## config.mk

```make
export PLATFORM = sky130hd
export DESIGN_NAME = positional_list_engine_flat
export DESIGN_NICKNAME = d
export VERILOG_FILES = /design/src/hw/rtl/ple_pkg.sv /design/src/hw/rtl/ple_if.sv /design/src/hw/rtl/ple_cell.sv /design/src/hw/rtl/positional_list_engine.sv /design/src/flat_wrapper.sv
export SDC_FILE = /design/constraint.sdc
export NUM_CORES = 2
export LEC_CHECK = 0
export ABC_AREA = 1
export BUFFER_PORTS_ARGS = -buffer_cell sky130_fd_sc_hd__clkbuf_2
export CORE_MARGIN = 2
export CORE_UTILIZATION = 30
export CTS_BUF_LIST = sky130_fd_sc_hd__clkbuf_2 sky130_fd_sc_hd__clkbuf_4 sky130_fd_sc_hd__clkbuf_8
export DETAILED_ROUTE_END_ITERATION = 12
export PLACE_DENSITY_LB_ADDON = 0.08
export SYNTH_ARGS = -nofsm -noshare
export SYNTH_HDL_FRONTEND = slang
export SYNTH_SLANG_ARGS = --single-unit
```

## constraint.sdc

```tcl
create_clock -name clk -period 5.79 [get_ports clk]
set_clock_uncertainty 0.2 [all_clocks]
set_input_delay 0.579 -clock clk [delete_from_list [all_inputs] [get_ports clk]]
set_output_delay 0.579 -clock clk [all_outputs]
set_load 0.01 [all_outputs]
```

## src/hw/rtl/ple_pkg.sv

```systemverilog
// ple_pkg: request modes, status codes and cell control types shared by the
// positional list engine files. No dependencies.
package ple_pkg;

  // positions and counts for any depth up to 127 entries
  localparam int POS_W = 7;

  localparam logic [2:0] MODE_INS_FRONT = 3'd0;
  localparam logic [2:0] MODE_INS_BACK  = 3'd1;
  localparam logic [2:0] MODE_INS_AT    = 3'd2;
  localparam logic [2:0] MODE_DEL_FRONT = 3'd3;
  localparam logic [2:0] MODE_DEL_BACK  = 3'd4;
  localparam logic [2:0] MODE_DEL_AT    = 3'd5;
  localparam logic [2:0] MODE_SEARCH    = 3'd6;
  localparam logic [2:0] MODE_READ_ALL  = 3'd7;

  localparam logic [2:0] ST_OK        = 3'd0;
  localparam logic [2:0] ST_EMPTY     = 3'd1;
  localparam logic [2:0] ST_FULL      = 3'd2;
  localparam logic [2:0] ST_BAD_INDEX = 3'd3;
  localparam logic [2:0] ST_NOT_FOUND = 3'd4;

  localparam logic [1:0] CELL_HOLD   = 2'd0;
  localparam logic [1:0] CELL_INSERT = 2'd1;
  localparam logic [1:0] CELL_DELETE = 2'd2;
  localparam logic [1:0] CELL_ROTATE = 2'd3;

  typedef struct packed {
    logic [1:0]       op;
    logic [POS_W-1:0] pos;
    logic [POS_W-1:0] tail;
  } cell_ctrl_t;

endpackage

```

## src/hw/rtl/ple_if.sv

```systemverilog
// ple_if: valid/ready channels for list requests and list results.
// Depends on nothing; payload fields follow the engine's word formats.
interface ple_req_if;
  logic              valid;
  logic              ready;
  logic [2:0]        mode;
  logic signed [31:0] value;
  logic [4:0]        position;

  modport source (output valid, mode, value, position, input ready);
  modport sink   (input valid, mode, value, position, output ready);
endinterface

interface ple_rsp_if;
  logic               valid;
  logic               ready;
  logic [2:0]         status;
  logic [3:0]         found_index;
  logic signed [31:0] element;
  logic [3:0]         element_index;
  logic               last;
  logic [4:0]         count;
  logic signed [31:0] min_value;
  logic signed [31:0] max_value;

  modport source (output valid, status, found_index, element, element_index, last, count,
                  min_value, max_value, input ready);
  modport sink   (input valid, status, found_index, element, element_index, last, count,
                  min_value, max_value, output ready);
endinterface

```

## src/hw/rtl/ple_cell.sv

```systemverilog
// ple_cell: one list position; shifts toward or away from its neighbors on
// insert, delete and rotate. Depends on ple_pkg.
module ple_cell #(
  parameter int INDEX       = 0,
  parameter int VALUE_WIDTH = 32
) (
  input  logic                   clk,
  input  ple_pkg::cell_ctrl_t    ctrl,
  input  logic [VALUE_WIDTH-1:0] left,
  input  logic [VALUE_WIDTH-1:0] right,
  input  logic [VALUE_WIDTH-1:0] head,
  input  logic [VALUE_WIDTH-1:0] new_value,
  output logic [VALUE_WIDTH-1:0] q
);
  import ple_pkg::*;

  localparam logic [POS_W-1:0] IDX = POS_W'(INDEX);

  logic [VALUE_WIDTH-1:0] q_next;

  always_comb begin
    q_next = q;
    unique case (ctrl.op)
      CELL_HOLD: q_next = q;
      CELL_INSERT: begin
        if (IDX > ctrl.pos) q_next = left;
        else if (IDX == ctrl.pos) q_next = new_value;
      end
      CELL_DELETE: begin
        if (IDX >= ctrl.pos) q_next = right;
      end
      CELL_ROTATE: begin
        if (IDX == ctrl.tail) q_next = head;
        else q_next = right;
      end
      default: q_next = q;
    endcase
  end

  always_ff @(posedge clk) begin
    q <= q_next;
  end

endmodule

```

## src/hw/rtl/positional_list_engine.sv

```systemverilog
// positional_list_engine: ordered list of signed values held in a row of cells
// that rotates as a circular list. Depends on ple_pkg, ple_if and ple_cell.
//
// Usage: requests arrive on req (mode, value, position) and results leave on
// rsp. A request is taken only while the engine is idle; inserts and deletes
// shift the cell row in the accepting cycle. The row then rotates once around
// its count live entries, one entry per cycle past cell 0, to gather the
// minimum, maximum and first search match, count being the number of entries
// after the request. Except for a successful read all, the result word then
// enters the output register once that register is free. Read all makes a
// second rotation pass that emits one word per entry, at one word per cycle,
// with last on the final word. A stalled receiver freezes the rotation; the
// output register lets the next request be taken while the last word still
// waits. Refused requests leave the list as it was. Reset empties the list at
// once; the cell contents need no clearing.
module positional_list_engine #(
  parameter int DEPTH       = 16,
  parameter int VALUE_WIDTH = 32
) (
  input  logic      clk,
  input  logic      rst,
  ple_req_if.sink   req,
  ple_rsp_if.source rsp
);
  import ple_pkg::*;

  localparam int CW    = $clog2(DEPTH + 1);
  localparam int EXT_W = (VALUE_WIDTH > 32) ? VALUE_WIDTH : 32;

  localparam logic [1:0] S_IDLE   = 2'd0;
  localparam logic [1:0] S_SCAN   = 2'd1;
  localparam logic [1:0] S_RESULT = 2'd2;
  localparam logic [1:0] S_READ   = 2'd3;

  function automatic logic [31:0] to_field(input logic [VALUE_WIDTH-1:0] v);
    logic signed [EXT_W-1:0] e;
    e = EXT_W'(signed'(v));
    return e[31:0];
  endfunction

  logic [1:0]             state;
  logic [CW-1:0]          count;
  logic [CW-1:0]          k;
  logic [2:0]             mode_r;
  logic [VALUE_WIDTH-1:0] key;
  logic [2:0]             status_r;
  logic                   found;
  logic [CW-1:0]          fidx;
  logic [VALUE_WIDTH-1:0] lo;
  logic [VALUE_WIDTH-1:0] hi;

  logic                   out_valid;
  logic [2:0]             out_status;
  logic [3:0]             out_fidx;
  logic [31:0]            out_elem;
  logic [3:0]             out_eidx;
  logic                   out_last;
  logic [4:0]             out_count;
  logic [31:0]            out_min;
  logic [31:0]            out_max;

  logic [VALUE_WIDTH-1:0] cell_q [DEPTH];
  logic [VALUE_WIDTH-1:0] head;
  logic [VALUE_WIDTH-1:0] new_value;
  cell_ctrl_t             ctrl;

  logic                   accept;
  logic                   out_free;
  logic                   load_out;
  logic                   do_ins;
  logic                   do_del;
  logic [POS_W-1:0]       tpos;
  logic [2:0]             st;
  logic [POS_W-1:0]       pos_x;
  logic [POS_W-1:0]       cnt_x;
  logic [CW-1:0]          count_after;
  logic [CW-1:0]          tail_idx;

  assign head      = cell_q[0];
  assign new_value = VALUE_WIDTH'(req.value);
  assign accept    = req.valid && req.ready;
  assign out_free  = !out_valid || rsp.ready;
  assign pos_x     = POS_W'(req.position);
  assign cnt_x     = POS_W'(count);
  assign tail_idx  = count - CW'(1);
  assign req.ready = !rst && (state == S_IDLE);

  // output register loads a word in these cycles
  assign load_out = out_free &&
                    ((state == S_RESULT && !(mode_r == MODE_READ_ALL && status_r == ST_OK)) ||
                     state == S_READ);

  always_comb begin
    do_ins = 1'b0;
    do_del = 1'b0;
    tpos   = '0;
    st     = ST_OK;
    case (req.mode) inside
      MODE_INS_FRONT, MODE_INS_BACK, MODE_INS_AT: begin
        if (req.mode == MODE_INS_BACK) tpos = cnt_x;
        else if (req.mode == MODE_INS_AT) tpos = pos_x;
        if (count == CW'(DEPTH)) st = ST_FULL;
        else if (tpos > cnt_x) st = ST_BAD_INDEX;
        else do_ins = 1'b1;
      end
      MODE_DEL_FRONT, MODE_DEL_BACK, MODE_DEL_AT: begin
        if (req.mode == MODE_DEL_BACK) tpos = cnt_x - POS_W'(1);
        else if (req.mode == MODE_DEL_AT) tpos = pos_x;
        if (count == '0) st = ST_EMPTY;
        else if (tpos >= cnt_x) st = ST_BAD_INDEX;
        else do_del = 1'b1;
      end
      default: begin
        if (count == '0) st = ST_EMPTY;
      end
    endcase
  end

  always_comb begin
    if (do_ins) count_after = count + CW'(1);
    else if (do_del) count_after = count - CW'(1);
    else count_after = count;
  end

  always_comb begin
    ctrl.op   = CELL_HOLD;
    ctrl.pos  = tpos;
    ctrl.tail = POS_W'(tail_idx);
    unique case (state)
      S_IDLE: begin
        if (accept && do_ins) ctrl.op = CELL_INSERT;
        else if (accept && do_del) ctrl.op = CELL_DELETE;
      end
      S_SCAN: ctrl.op = CELL_ROTATE;
      S_READ: begin
        if (out_free) ctrl.op = CELL_ROTATE;
      end
      default: ctrl.op = CELL_HOLD;
    endcase
  end

  for (genvar i = 0; i < DEPTH; i++) begin : g_cell
    ple_cell #(
      .INDEX       (i),
      .VALUE_WIDTH (VALUE_WIDTH)
    ) u_cell (
      .clk       (clk),
      .ctrl      (ctrl),
      .left      (cell_q[(i == 0) ? 0 : i - 1]),
      .right     (cell_q[(i == DEPTH - 1) ? i : i + 1]),
      .head      (head),
      .new_value (new_value),
      .q         (cell_q[i])
    );
  end

  always_ff @(posedge clk) begin
    if (rst) begin
      state     <= S_IDLE;
      count     <= '0;
      k         <= '0;
      found     <= 1'b0;
      out_valid <= 1'b0;
    end else begin
      if (load_out) out_valid <= 1'b1;
      else if (out_valid && rsp.ready) out_valid <= 1'b0;
      unique case (state)
        S_IDLE: begin
          if (accept) begin
            mode_r   <= req.mode;
            key      <= new_value;
            status_r <= st;
            count    <= count_after;
            k        <= '0;
            found    <= 1'b0;
            fidx     <= '0;
            state    <= (count_after == '0) ? S_RESULT : S_SCAN;
          end
        end
        S_SCAN: begin
          if (k == '0) begin
            lo <= head;
            hi <= head;
          end else begin
            if ($signed(head) < $signed(lo)) lo <= head;
            if ($signed(head) > $signed(hi)) hi <= head;
          end
          if (mode_r == MODE_SEARCH && !found && head == key) begin
            found <= 1'b1;
            fidx  <= k;
          end
          if (k == tail_idx) begin
            k     <= '0;
            state <= S_RESULT;
          end else begin
            k <= k + CW'(1);
          end
        end
        S_RESULT: begin
          if (mode_r == MODE_READ_ALL && status_r == ST_OK) begin
            state <= S_READ;
          end else if (out_free) begin
            out_status <= (mode_r == MODE_SEARCH && status_r == ST_OK) ?
                          (found ? ST_OK : ST_NOT_FOUND) : status_r;
            out_fidx  <= found ? 4'(fidx) : 4'd0;
            out_elem  <= '0;
            out_eidx  <= '0;
            out_last  <= 1'b1;
            out_count <= 5'(count);
            out_min   <= (count == '0) ? 32'd0 : to_field(lo);
            out_max   <= (count == '0) ? 32'd0 : to_field(hi);
            state     <= S_IDLE;
          end
        end
        S_READ: begin
          if (out_free) begin
            out_status <= ST_OK;
            out_fidx   <= '0;
            out_elem   <= to_field(head);
            out_eidx   <= 4'(k);
            out_last   <= (k == tail_idx);
            out_count  <= 5'(count);
            out_min    <= to_field(lo);
            out_max    <= to_field(hi);
            if (k == tail_idx) begin
              k     <= '0;
              state <= S_IDLE;
            end else begin
              k <= k + CW'(1);
            end
          end
        end
        default: state <= S_IDLE;
      endcase
    end
  end

  assign rsp.valid         = out_valid;
  assign rsp.status        = out_status;
  assign rsp.found_index   = out_fidx;
  assign rsp.element       = out_elem;
  assign rsp.element_index = out_eidx;
  assign rsp.last          = out_last;
  assign rsp.count         = out_count;
  assign rsp.min_value     = out_min;
  assign rsp.max_value     = out_max;

endmodule

```

## src/flat_wrapper.sv

```systemverilog
// flat-port wrapper written by rule: the top's interface ports become plain ports
module positional_list_engine_flat import ple_pkg::*;
#(
  parameter int DEPTH       = 16,
  parameter int VALUE_WIDTH = 32
)
  (clk, rst, req_valid, req_mode, req_value, req_position, req_ready, rsp_valid, rsp_status, rsp_found_index, rsp_element, rsp_element_index, rsp_last, rsp_count, rsp_min_value, rsp_max_value, rsp_ready);
  ple_req_if req_i ();
  ple_rsp_if rsp_i ();
  input  logic clk;
  input  logic rst;
  input wire logic [$bits(req_i.valid)-1:0] req_valid;
  input wire logic [$bits(req_i.mode)-1:0] req_mode;
  input wire logic [$bits(req_i.value)-1:0] req_value;
  input wire logic [$bits(req_i.position)-1:0] req_position;
  output wire logic [$bits(req_i.ready)-1:0] req_ready;
  output wire logic [$bits(rsp_i.valid)-1:0] rsp_valid;
  output wire logic [$bits(rsp_i.status)-1:0] rsp_status;
  output wire logic [$bits(rsp_i.found_index)-1:0] rsp_found_index;
  output wire logic [$bits(rsp_i.element)-1:0] rsp_element;
  output wire logic [$bits(rsp_i.element_index)-1:0] rsp_element_index;
  output wire logic [$bits(rsp_i.last)-1:0] rsp_last;
  output wire logic [$bits(rsp_i.count)-1:0] rsp_count;
  output wire logic [$bits(rsp_i.min_value)-1:0] rsp_min_value;
  output wire logic [$bits(rsp_i.max_value)-1:0] rsp_max_value;
  input wire logic [$bits(rsp_i.ready)-1:0] rsp_ready;
  assign req_i.valid = req_valid;
  assign req_i.mode = req_mode;
  assign req_i.value = req_value;
  assign req_i.position = req_position;
  assign req_ready = req_i.ready;
  assign rsp_valid = rsp_i.valid;
  assign rsp_status = rsp_i.status;
  assign rsp_found_index = rsp_i.found_index;
  assign rsp_element = rsp_i.element;
  assign rsp_element_index = rsp_i.element_index;
  assign rsp_last = rsp_i.last;
  assign rsp_count = rsp_i.count;
  assign rsp_min_value = rsp_i.min_value;
  assign rsp_max_value = rsp_i.max_value;
  assign rsp_i.ready = rsp_ready;
  positional_list_engine #(.DEPTH(DEPTH), .VALUE_WIDTH(VALUE_WIDTH)) u_core (.clk(clk), .rst(rst), .req(req_i), .rsp(rsp_i));
endmodule
```

==> key figures <==
Status
  • Outcome: complete, no violations

Clocking
  • Clock root buffer: clkbuf_8
  • Cts bufs inserted: 148
  • CTS sink cnt: 744
  • Htree depth: 4
  • Setup Buffers After CTS: 0
  • CTS tree: done
  • Clock buffer depth: 3
  • Clock slew at reported path FFs: approximately 0.060 ns
  • CTS Hold Bufs: 37
  • Clock Latency Late Sink: between 0.9 and 1 ns
  • Resized Gates After CTS: 0

Routing
  • Router iterations before antenna repair: 6
  • DRC: 0
  • Drt total wl: 202 mm
  • Via density: about 5.7
  • Wire per inst: 30.8 um
  • Via count: 37600
  • Antenna Nets Post-Route: 0
  • Detailed Route Iter0 Violations: roughly 4900

Pwr
  • Sw Share: roughly 48%
  • Pwr Density: 661 mW/mm2
  • Combinational share of power: 46.1%
  • Psw: between 10000 and 15000 uW
  • Sequential share of power: 36.4%
  • Clock network power share: 17.5%
  • P_leak: around 0.017 uW
  • Total power: 31400 uW
  • VDD IR max: 0.000328 V
  • Internal power: around 16000 uW

Worst setup path
  • Worst setup EP type: flip-flop
  • CP max FO: 18
  • Critical path type: flip-flop to flip-flop
  • Crit start category: flip-flop
  • Critical Path RT: between 6 and 7 ns
  • WP data arrival: 5.27 ns

Yosys
  • Mapped Cells: 4493
  • Syn_nets: 4618
  • Mapped Area: 0.0411 mm2
  • Synth Area per Inst: 9.14 um2
  • #FFs+latches synth: 744
  • Distinct cell type count after synthesis: 54
  • Yosys Warn Count: 0
  • Seq/Total Area, Yosys: 54.1%

Floorplan
  • # rows: around 140
  • I/O pins: about 160
  • Chip width: 374 um
  • Total die area: 0.140 mm2
  • Core box area: 0.136 mm2
  • Die height: 374 um
  • Initial Util: 30.3%

Timing
  • Slew Viols, Final: 0
  • Worst slew margin: 17.3%
  • Post-Route Setup TNS: 0 ns
  • Final setup viols: 0
  • Fin. Hold Viols: 0
  • Period utilisation layout: a little over four fifths
  • RSZ-0062 raised after global routing: false
  • Min Clock Period, post-route: 4.89 ns
  • Worst slew pin tran: 1.24 ns
  • Max Clk Rate: approximately 0.20 GHz

GRT
  • Antenna violations before repair: 15
  • All-layer global routing usage: 28.1%
  • Largest net degree at the start of global routing: slightly above 90
  • First-pass GRT wire length: 280 mm
  • Vias in the first global route: 35600
  • GR Overflow Total: 0

Cells and area
  • # fillers: between 10000 and 15000
  • Final net count: 4778
  • Reg area: roughly 0.022 mm2
  • Layout cells sized above 1: 13.7%
  • Synth-to-layout area growth: 15.6%
  • Multi-input gate area: 0.0162 mm2

Run
  • Maxcap violations: 0

Placement
  • GPL Wtd Cong: 0.880
  • Dpl hpwl: 130 mm
  • IO buf count: ~160

Min path
  • Worst min path class: input port to flip-flop
layout make-up:
type | instances | share of cell area [%]
Clock inverter | 47 | 0.551
Inverter | 367 | 2.96
Timing Repair Buffer | 335 | 5.42
Antenna cell | 4 | 0.0211
Clock buffer | 218 | 5.42
Sequential cell | 744 | 46.8
Multi-Input combinational cell | 3057 | 34.2
Tap cell | 1781 | 4.69
flip-flops by register name, summed over array words and instances, names as in the netlist:
signal / cells
u_core.count: 5
u_core.fidx: 4
u_core.lo: 32
u_core.key: 32
u_core.found: 1
u_core.status_r: 2
u_core.g_cell.u_cell.q: 512
u_core.rsp.last: 1
u_core.mode_r: 3
u_core.rsp.found_index: 4
u_core.hi: 32
u_core.rsp.valid: 1
u_core.rsp.element: 32
u_core.rsp.count: 5
u_core.rsp.min_value: 32
u_core.k: 5
u_core.state: 2
u_core.rsp.max_value: 32
u_core.rsp.status: 3
u_core.rsp.element_index: 4
cell usage in the layout (no fill, tap or decap), types with 13 or more instances in the layout:
| cell type | count |
|---|---|
| nand2_1 | 1070 |
| edfxtp_1 | 730 |
| o21ai_0 | 409 |
| a21oi_1 | 366 |
| inv_1 | 309 |
| o211ai_1 | 246 |
| nor2_1 | 204 |
| clkbuf_2 | 158 |
| clkbuf_8 | 150 |
| o22ai_1 | 145 |
| o21ai_1 | 135 |
| nand3_1 | 113 |
| buf_4 | 111 |
| o221ai_1 | 106 |
| ha_1 | 81 |
| clkbuf_4 | 68 |
| clkinv_1 | 41 |
| inv_2 | 40 |
| dlygate4sd3_1 | 37 |
| a22oi_1 | 31 |
| buf_12 | 29 |
| nand4_1 | 21 |
| xor2_1 | 15 |
| nor2_2 | 14 |
| dfxtp_1 | 14 |
| nor2_4 | 13 |
stage by stage:
stage / area (um2) / utilization (%) / cells / worst slack (ns) / hold WS [ns]
2_1_floorplan: 41100 / - / 4493 / 0.151 / 0.231
3_3_place_gp: 44300 / 32.6 / 6247 / 1.04 / 0.272
3_5_place_dp: 44300 / 32.6 / 6247 / 0.949 / 0.270
4_1_cts: 47500 / 35.0 / 6549 / 0.927 / 0.0203
5_1_grt: 47500 / 35.0 / 6550 / 0.640 / 0.111
6_report: 47500 / 35.0 / 6553 / 0.902 / 0.0920
final timing paths:
kind | from | to | slack (ns) | cells past startpoint
setup / recovery | u_core.count[1] | u_core.g_cell[9].u_cell.q[3] | 0.90 | 18
hold / removal | req_valid | u_core.count[1] | 0.09 | 4
setup reg to reg | u_core.count[1] | u_core.g_cell[9].u_cell.q[3] | 0.90 | 18
hold reg to reg | u_core.k[4] | u_core.k[4] | 0.28 | 2
cell families (layout without fill, tap and decap cells):
logic type	after synthesis	in the layout	share of synthesized area, %
flip-flops	744	744	54.1
XOR/XNOR	23	23	0.509
other	0	4	0
buffers and inverters	692	967	7.07
AO/OA/AOI/OAI	1484	1484	21.6
adder cells (fa/ha/maj)	81	81	2.47
AND/OR/NAND/NOR	1469	1469	14.3
power by group through the flow:
stage | clock [uW] | sequential, uW | combinational [uW]
global route | 5810 | 11600 | 15500
global placement | 0 | 11400 | 14100
detailed placement | 0 | 11400 | 14200
CTS | 5590 | 11300 | 14200
finish | 5490 | 11400 | 14500
floorplan | 0 | 10800 | 8090
synth_stat cells (all sizes together):
library cell,number,area (um2)
a22o,2,17.5
dfxtp,14,280
clkbuf,173,649
a211oi,5,37.5
xor2,15,131
inv,353,1330
and3,2,12.5
nor3,8,40.0
a31o,1,8.76
nand3,115,593
a21oi,369,1860
or2,3,18.8
nand2,1083,4090
nor2,232,950
a21o,1,7.51
a211o,1,8.76
o211ai,256,1970
nor4b,2,17.5
clkinv,14,52.6
o32ai,1,8.76
a22oi,31,233
a221oi,2,17.5
nand4,21,131
o21ai,555,2800
ha,81,1010
a31oi,3,18.8
o221ai,106,928
edfxtp,730,21900
a21boi,1,7.51
o22ai,145,907
nor4,2,12.5
a2111oi,1,8.76
nand3b,1,7.51
o21a,3,22.5
xnor2,8,77.6
o211a,1,10.0
buf,152,871
worst max-delay path: stages (launching register included):
cell     delay [ns]
dfxtp_1        0.50
inv_1          0.23
ha_1           0.30
nand3_1        0.12
nand2_2        0.11
a21oi_4        0.16
inv_1          0.06
ha_1           0.28
a21o_1         0.17
nor2_2         0.25
nand3_4        0.15
inv_2          0.11
nand2_4        0.13
nand3_1        0.62
nand2_1        0.14
inv_2          0.09
a31oi_1        0.05
inv_2          0.54
buf_12         0.32
routing by layer:
metal	track usage, %	share of wire [%]
met5	0	0.025
met4	12.0	4.4
met3	5.52	8.7
met2	42.7	44
met1	39.0	43
Power figures use the tool's default switching activity.
